[src/rtl/core/cylindrical_uv_mapper_defines.svh]
// Assertion macros shared by the mapper RTL.
`ifndef CYLINDRICAL_UV_MAPPER_DEFINES_SVH
`define CYLINDRICAL_UV_MAPPER_DEFINES_SVH

// Check that a condition implies a consequence in the same cycle.
`define CUV_ASSERT_IMP(label, clk_s, rst_ns, ante, cons) \
    label: assert property (@(posedge clk_s) disable iff (!rst_ns) (ante) |-> (cons)) \
        else $error("cuv implication failed");

// Check that a condition implies a consequence in the next cycle.
`define CUV_ASSERT_NEXT(label, clk_s, rst_ns, ante, cons) \
    label: assert property (@(posedge clk_s) disable iff (!rst_ns) (ante) |=> (cons)) \
        else $error("cuv next-cycle check failed");

`endif

[src/rtl/core/cuv_pkg.sv]
package cuv_pkg;

    localparam int CORDIC_STEPS = 16;
    localparam int COORD_BITS   = 16;
    localparam int ATAN_ENTRIES = 24;

    // Transformed coordinate: 3 products of 32 bits plus translation, 20 fraction bits
    localparam int TW = 35;
    // CORDIC datapath width: COORD_BITS plus growth and sign
    localparam int CW = COORD_BITS + 3;
    // Angle accumulator in 2^-32 turn
    localparam int AW = 34;
    // Number of stages ahead of the CORDIC chain, and after it
    localparam int PRE_STAGES  = 4;
    localparam int POST_STAGES = 3;
    localparam int DEPTH       = PRE_STAGES + CORDIC_STEPS + POST_STAGES;

    localparam logic [2:0] REG_ROW_X = 3'd0;
    localparam logic [2:0] REG_ROW_Y = 3'd1;
    localparam logic [2:0] REG_ROW_Z = 3'd2;
    localparam logic [2:0] REG_TILE_U = 3'd3;
    localparam logic [2:0] REG_TILE_V = 3'd4;
    localparam logic [2:0] REG_WRAP  = 3'd5;

    localparam logic [AW-1:0] QUARTER_TURN = AW'(64'sd1073741824);

    typedef struct packed {
        logic signed [CW-1:0] cx;
        logic signed [CW-1:0] cy;
        logic signed [AW-1:0] acc;
        logic signed [31:0]   v;
    } cell_word_t;

    function automatic logic signed [AW-1:0] atan_turn(input int idx);
        logic signed [AW-1:0] r;
        begin
            unique case (idx)
                0: r = AW'(64'sd536870912);
                1: r = AW'(64'sd316933406);
                2: r = AW'(64'sd167458907);
                3: r = AW'(64'sd85004756);
                4: r = AW'(64'sd42667331);
                5: r = AW'(64'sd21354465);
                6: r = AW'(64'sd10679838);
                7: r = AW'(64'sd5340245);
                8: r = AW'(64'sd2670163);
                9: r = AW'(64'sd1335087);
                10: r = AW'(64'sd667544);
                11: r = AW'(64'sd333772);
                12: r = AW'(64'sd166886);
                13: r = AW'(64'sd83443);
                14: r = AW'(64'sd41722);
                15: r = AW'(64'sd20861);
                16: r = AW'(64'sd10430);
                17: r = AW'(64'sd5215);
                18: r = AW'(64'sd2608);
                19: r = AW'(64'sd1304);
                20: r = AW'(64'sd652);
                21: r = AW'(64'sd326);
                22: r = AW'(64'sd163);
                23: r = AW'(64'sd81);
                default: r = '0;
            endcase
            return r;
        end
    endfunction

endpackage

[src/rtl/core/cuv_cordic_cell.sv]
// One vectoring CORDIC iteration with a register after it.
module cuv_cordic_cell (
    input  logic                       clk,
    input  logic                       en,
    input  logic [4:0]                 shift,
    input  logic signed [cuv_pkg::AW-1:0] angle,
    input  cuv_pkg::cell_word_t        din,
    output cuv_pkg::cell_word_t        dout
);
    cuv_pkg::cell_word_t word_next;
    cuv_pkg::cell_word_t word_reg;
    logic signed [cuv_pkg::CW-1:0] dx;
    logic signed [cuv_pkg::CW-1:0] dy;

    // Rotate toward the x axis by the step angle
    always_comb
    begin
        dx = din.cy >>> shift;
        dy = din.cx >>> shift;
        word_next = din;
        if (!din.cy[cuv_pkg::CW-1])
        begin
            word_next.cx  = din.cx + dx;
            word_next.cy  = din.cy - dy;
            word_next.acc = din.acc + angle;
        end
        else
        begin
            word_next.cx  = din.cx - dx;
            word_next.cy  = din.cy + dy;
            word_next.acc = din.acc - angle;
        end
    end

    // Advance when the chain moves
    always_ff @(posedge clk)
    begin
        if (en)
        begin
            word_reg <= word_next;
        end
    end

    assign dout = word_reg;
endmodule

[config.mk]
export PLATFORM = sky130hd
export DESIGN_NAME = cuv_cordic_cell
export DESIGN_NICKNAME = d
export VERILOG_FILES = /design/src/rtl/core/cylindrical_uv_mapper_defines.svh /design/src/rtl/core/cuv_pkg.sv /design/src/rtl/core/cuv_cordic_cell.sv
export SDC_FILE = /design/constraint.sdc
export NUM_CORES = 1
export LEC_CHECK = 0
export BUFFER_PORTS_ARGS = -buffer_cell sky130_fd_sc_hd__buf_4
export CAP_MARGIN = 10
export CORE_MARGIN = 8
export CORE_UTILIZATION = 25
export CTS_CLUSTER_SIZE = 28
export DETAILED_ROUTE_END_ITERATION = 6
export HOLD_SLACK_MARGIN = 0.03
export PLACE_DENSITY_LB_ADDON = 0.25
export SETUP_SLACK_MARGIN = 0.15
export SYNTH_ARGS = -nofsm -noshare
export SYNTH_HDL_FRONTEND = slang
export SYNTH_SLANG_ARGS = --single-unit
[constraint.sdc]
create_clock -name clk -period 6.75 [get_ports clk]
set_clock_uncertainty 0.1 [all_clocks]
set_input_delay 0 -clock clk [delete_from_list [all_inputs] [get_ports clk]]
set_output_delay 0 -clock clk [all_outputs]
set_load 0.05 [all_outputs]
# After elaboration in Yosys (flattened, before gate mapping)

Cells that the tools add are included.
Widths: inputs -> output; s select.

Register bits after elaboration: 104
Input port bits: 145
Output and inout port bits: 104
Word-level logic and storage cells: 13

Add/subtract/negate cells: 6
Shift operators: 2
Multiplexer cells: 1

Operator list:

| cell           | number |
|---|---|
| $mux 72        | 1 |
| $add 19x19->19 | 2 |
| $sshr 19x5->19 | 2 |
| $sub 19x19->19 | 2 |
| $add 34x34->34 | 1 |
| $sub 34x34->34 | 1 |

# Logic depth before layout (Yosys ltp)

Gate-level depths: netlist of the first run.

Word-level depth: 3
Gate-level depth with buffers: 25
Mapped depth without buffers: 21

# Least setup slack after synthesis of the first run

OpenSTA, ideal clock, no wires.

Path kind: input -> register
Start point: in shift[0]
End point: reg word_reg, in the netlist dout[84], data pin
Setup time: 268 ps
Arrival time: 4671 ps
Data required time: 6382 ps
Path slack: 1711 ps
Stages on the path: 21
Path buffers: 4
Cells stage by stage: buf_6 buf_6 buf_2 mux2_2 mux2_2 mux4_2 a21oi_1 and4_1 and2_1 clkbuf_1 nand2_1 a32oi_1 o21ai_0 ha_1 a21o_1 or3_1 o311a_1 o21a_1 o21a_1 o41a_1 xnor3_1

RTL lines:

| element                | line                  | text |
|---|---|---|
| start: declaration     | cuv_cordic_cell.sv:5  | `input logic [4:0] shift,` |
| end signal: assignment | cuv_cordic_cell.sv:40 | `word_reg <= word_next;` |
| end: declaration       | cuv_cordic_cell.sv:11 | `cuv_pkg::cell_word_t word_reg;` |

==> metrics.md, run 1 <==
| Metric | Value |
|---|---|
| GP Congestion | `0.875` |
| Minimum clock period | `5.24 ns` |
| First-pass DRT Iterations | `5` |
| Final hold vios | `0` |
| Slew margin rel. | `0.483` |
| Critical Path Source Type | `primary input` |
| CP startpoint | `shift[0]` |
| Nets | `1545` |
| Dpl hpwl | `around 28 mm` |
| Leak | `between 5 and 6 nW` |
| Synth Register Bits | `104` |
| Largest net degree at the start of global routing | `60` |
| Net Sw Frac | `0.428` |
| Vias per Instance | `5.04` |
| Leading area contributor after synthesis | `edfxtp_1` |
| # H-tree levels | `3` |
| Multi-input combinational cell area | `slightly below 7000 um^2` |
| P_sw | `1.29 mW` |
| Synthesis-to-layout area growth | `31.0%` |
| Final instance area | `about 13000 um^2` |
| CTS Root Cell | `clkbuf_16` |
| Register Area | `between 3000 and 4000 um^2` |
| Largest register FFs | `104` |
| Starting density of the core | `0.252` |
| Cell variety after synth | `81` |
| Pint | `about 1.7 mW` |
| Gate power share | `0.523` |
| Setup tns final | `0 ns` |
| Initial antenna violation count | `0` |
| Ranking of synthesized cells by area | `edfxtp_1 31%, mux4_2 11%, ha_1 8.9%, xnor2_1 7.6%, a21oi_1 4.7%` |
| Synthesized cell area | `10200 um^2` |
| Gate Count Post-Synth | `1054` |
| Yosys warnings | `0` |
| Fmax | `approximately 0.19 GHz` |
| GRT Total Usage | `0.146` |
| # setup viols final | `0` |
| Worst hold slack | `0.0646 ns` |
| Period utilization | `0.776` |
| Core area | `40600 um^2` |
| Sequential area share after synthesis | `0.305` |
| Flop pwr share | `0.301` |
| Nature of the critical path endpoint | `flip-flop` |
| Final std cells w/o fill | `1861` |
| # diodes | `0` |
| Syn nets | `1275` |
| Cell total after placement | `around 1.8k` |
| Layout cells sized above 1 | `0.264` |
| Wire length per cell | `19.1 um` |
| Num ports | `249` |
| CTS tree | `yes` |
| FILL cells | `4221` |
| Num CTS Buffers | `9` |
| Buffers on Ports | `between 200 and 250` |
| Reg clk slew, reported paths | `0.07 ns` |
| Total design power | `between 3 and 4 mW` |
| Die H | `around 220 um` |
| Post-synth ARST share | `0` |
| Arr. time, crit path | `roughly 5.3 ns` |
| Worst Max-Slew Pin Slew | `0.775 ns` |
| Pwr/cell area | `225 nW/um^2` |
| 1st-iter DRT viols | `around 650` |
| WP data required | `6.78 ns` |
| TritonCTS Sinks | `104` |
| Post-synth top cells | `104 x edfxtp_1, 101 x nor2_1, 96 x a21oi_1` |
| Syn Area/Cell | `between 9 and 10 um^2` |
| Post-synth EDFFs | `104` |
| Yosys top cell area share | `0.305` |
| Number of max-cap violations | `0` |
| Outcome | `finished, final reports clean` |
| Die area | `47600 um^2` |
| CP Capture Point | `dout[84]$_DFFE_PP_` |
| Clock buffer depth | `2` |
| Die width | `218 um` |
| Worst VDD drop | `123 uV` |
| Max Slew Vio Count | `0` |
| Post-CTS sizing | `0` |
| Worst Hold Class | `primary input to flip-flop` |
| First-pass GRT wire length | `approximately 54 mm` |
| Most frequent cell after synthesis | `edfxtp_1` |
| WL final | `35.6 mm` |
| Setup CP Type | `primary input to flip-flop` |
| Vias in the first global route | `9396` |
| Total grt overflow | `0` |
| Antenna viol nets, final | `0` |
| Crit Path Max Fanout | `45` |
| Clock power share | `0.175` |
| DR DRC count | `0` |
| Most used DFF post-synth | `edfxtp_1` |
| Row count | `74` |
| Dpl cell area | `12600 um^2` |
| Vias | `9385` |
| RSZ-0062 raised after global routing | `no` |
[timing repair]
action                                 in CTS  in global routing
endpoints found under the hold margin      52                  0
hold buffers                               54                  0
setup buffers                               0                  0
[worst min path at each step]
stage / start / endpoint / slack, ns / cells past startpoint
6_report: din[69] / dout[69]$_DFFE_PP_ / 0.06 / 3
5_1_grt: din[43] / dout[43]$_DFFE_PP_ / 0.06 / 3
4_1_cts: din[69] / dout[69]$_DFFE_PP_ / 0.03 / 3
3_5_place_dp: din[27] / dout[27]$_DFFE_PP_ / 0.08 / 1
3_3_place_gp: din[31] / dout[31]$_DFFE_PP_ / 0.08 / 1
2_1_floorplan: din[0] / dout[0]$_DFFE_PP_ / -0.001 / 0
[routing by layer]
metal | track usage | vias to the layer above | wire, um
li1 | - | 4546 | -
met1 | 0.183 | 4472 | 15400
met2 | 0.244 | 323 | 16900
met3 | 0.0347 | 44 | 2390
met4 | 0.0506 | 0 | 860
met5 | 0 | - | 0
[power by group through the flow]
stage / combinational [mW] / clock, mW / sequential [mW]
floorplan: 0.668 / 0 / 1.33
global placement: 1.55 / 0 / 0.924
detailed placement: 1.55 / 0 / 0.925
CTS: 1.59 / 0.567 / 0.911
global route: 1.70 / 0.580 / 0.922
finish: 1.58 / 0.529 / 0.908
[layout make-up]
| type | instances | area share |
|---|---|---|
| multi-input cells | 865 | 0.504 |
| flip-flops and latches | 104 | 0.233 |
| clock inverters | 6 | 0.00429 |
| well taps | 532 | 0.0497 |
| clock buffers | 10 | 0.0171 |
| repair buffers | 307 | 0.182 |
| inverters | 37 | 0.0104 |
[cells in the final DEF, fill, tap and decap left out, types with 4 or more instances in the layout]
cell,instances
nand4_1,9
dlygate4sd3_1,54
a31oi_1,12
or3_1,12
and2_1,10
o22ai_1,13
nand3_1,26
nand2_1,68
xor2_1,26
a31o_2,4
or2_2,9
inv_1,34
a21oi_1,96
o211ai_1,10
a211oi_1,12
nor4_1,5
a21boi_0,4
nor2_1,101
xnor2_1,89
nand2b_1,9
edfxtp_1,104
nor3_1,34
and3_1,11
ha_1,73
o21a_1,13
mux2i_1,22
nor2b_1,8
mux2_2,9
o21ai_0,44
buf_4,252
clkbuf_16,9
a21o_1,13
mux4_2,50
[kinds of logic after synthesis]
logic type	after synthesis	share of synthesized area
fa+ha+maj	76	0.0952
mux	81	0.142
flops	104	0.305
buf+inv	85	0.0346
compound gates	271	0.168
xor+xnor	116	0.101
simple gates	321	0.155
[critical path: stages]
cell     delay [ns]
buf_4          0.54
mux4_2         0.61
mux4_2         0.48
and2_1         0.18
or4b_1         0.58
nor3b_2        0.19
and2_1         0.27
nand2_1        0.08
a32oi_1        0.20
o21ai_0        0.14
ha_1           0.32
a21o_1         0.18
or3_1          0.30
o311a_1        0.31
o21a_1         0.20
o21a_1         0.19
o41a_1         0.31
xnor3_1        0.18
[per-stage QoR]
step	utilization	worst slack [ns]
2_1_floorplan	-	1.71
3_3_place_gp	0.309	0.741
3_5_place_dp	0.309	1.07
4_1_cts	0.330	1.51
5_1_grt	0.330	1.19
6_report	0.330	1.51
Note: power is estimated with default switching activity, not from simulation.
==> inputs of run 2 (changes only) <==
Clock period 6.75 ns to 4.8 ns, I/O delays scaled along.
==> run 2 against run 1 <==
  * Sequential share of layout area fell by 1.8 points
  * Global-route usage increased by 0.25 points
  * Critical path type unchanged
  * Sequential cell count is the same
  * First-iteration DRC count fell by 8.5%
  * Final area grew 8.3%
  * Clock-buffer cell count shrank 1
  * Non-clock buffer count up 133
==> metrics.md, run 2 (same netlist as run 1, synthesis figures left out) <==
| Metric | Value |
|---|---|
| GP Congestion | `between 0.8 and 0.9` |
| Number of max-cap violations | `0` |
| Fmax | `0.222 GHz` |
| 1st-iter DRT viols | `590` |
| GR Util met3 | `0.0346` |
| Vias per Instance | `~4.9` |
| Initial antenna violation count | `0` |
| Synthesis-to-layout area growth | `41.9%` |
| Critical Path Source Type | `primary input` |
| Multi-input combinational cell area | `between 6000 and 7000 um^2` |
| Nets | `roughly 1.7k` |
| WP data required | `around 4.9 ns` |
| # H-tree levels | `3` |
| Commonest non-fill, non-tap cell in the layout | `buf_4` |
| Total grt overflow | `0` |
| Vias | `9771` |
| RSZ-0062 raised after global routing | `yes` |
| # setup viols final | `0` |
| Buffers on Ports | `around 250` |
| FILL cells | `4139` |
| First-pass DRT Iterations | `5` |
| # diodes | `0` |
| Pwr/cell area | `307 nW/um^2` |
| Dpl cell area | `about 14000 um^2` |
| Max Slew Vio Count | `0` |
| Num ports | `249` |
| Worst Hold Class | `primary input to flip-flop` |
| Worst Max-Slew Pin Slew | `just over 0.8 ns` |
| Row count | `74` |
| Die width | `218 um` |
| GRT Total Usage | `0.149` |
| Clock buffer depth | `2` |
| Minimum clock period | `4.50 ns` |
| Crit Path Max Fanout | `5` |
| Vias in the first global route | `approximately 10k` |
| Num CTS Buffers | `9` |
| Period utilization | `0.938` |
| Reg clk slew, reported paths | `0.09 ns` |
| Setup CP Type | `primary input to flip-flop` |
| Die area | `47600 um^2` |
| Wire length per cell | `18.0 um` |
| Grt met1 use | `0.179` |
| CTS Root Cell | `clkbuf_16` |
| Final instance area | `14500 um^2` |
| WL final | `35.9 mm` |
| Antenna viol nets, final | `0` |
| Leak | `6.05 nW` |
| Dpl hpwl | `between 20 and 30 mm` |
| Final hold vios | `0` |
| TritonCTS Sinks | `around 100` |
| Worst VDD drop | `147 uV` |
| First-pass GRT wire length | `55.8 mm` |
| Final Core Density | `0.357` |
| Layout cells sized above 1 | `0.338` |
| GRT met2 Usage | `0.260` |
| Setup tns final | `0 ns` |
| GR peak layer | `met2` |
| CTS tree | `yes` |
| Starting density of the core | `0.252` |
| Outcome | `finished, final reports clean` |
| Largest net degree at the start of global routing | `60` |
| Slew margin rel. | `0.448` |
| Die H | `218 um` |
| Commonest non-fill, non-tap cells in the layout | `380 x buf_4, 104 x edfxtp_1, 101 x nor2_1` |
| Nature of the critical path endpoint | `flip-flop` |
| Core area | `40600 um^2` |
| Arr. time, crit path | `4.55 ns` |
| DR DRC count | `0` |
| Largest register FFs | `104` |
| Register Area | `3120 um^2` |
-- run 2: metal layers --
layer | part of all wire | wire length (um)
met5 | 0 | 0
met4 | 0.021 | 770
met3 | 0.058 | 2090
met2 | 0.49 | 17700
met1 | 0.43 | 15400
-- run 2: report_power, final --
group	internal, mW	total, mW	switching, mW
Clock	0.377	0.804	0.426
Sequential	1.23	1.28	0.0476
Combinational	0.953	2.38	1.42
Total	2.56	4.46	1.90
-- run 2: final cells by class --
cell class / instances / share of cell area
multi-input cells: 865 / 0.468
repair buffers: 440 / 0.239
flip-flops and latches: 104 / 0.215
well taps: 532 / 0.0459
clock buffers: 9 / 0.0155
inverters: 37 / 0.00957
clock inverters: 7 / 0.00655
-- run 2: critical path, cell delays in order --
cell     delay [ns]
buf_6          0.12
mux4_2         0.55
mux4_2         0.49
and2_4         0.17
or4b_4         0.54
nor3b_2        0.20
and2_4         0.19
nand2_1        0.05
a32oi_1        0.18
o21ai_1        0.11
ha_1           0.30
a21o_1         0.16
or3_1          0.31
o311a_1        0.32
o21a_1         0.19
o21a_1         0.19
o41a_1         0.31
xnor3_1        0.18
-- run 2: timing repair --
item / CTS / global route
resized for setup: 0 / 17
setup buffers: 0 / 2
setup endpoints to repair: 0 / 10
hold buffers: 56 / 0
endpoints found under the hold margin: 56 / 0
-- run 2: worst paths after layout --
check	depth (start not counted)	endpoint	slack (ns)	startpoint
setup / recovery	18	dout[84]$_DFFE_PP_	0.30	shift[0]
hold / removal	3	dout[82]$_DFFE_PP_	0.07	din[82]
-- run 2: through the flow --
step	hold slack, ns	setup slack, ns	instances	total power, mW
floorplan	-0.00113	-0.0717	1054	2.82
global placement	0.0782	-0.221	1920	3.63
detailed placement	0.0795	-0.254	1920	3.64
CTS	0.0326	0.172	1992	4.52
global route	0.0594	0.140	1994	4.73
finish	0.0655	0.295	1994	4.46
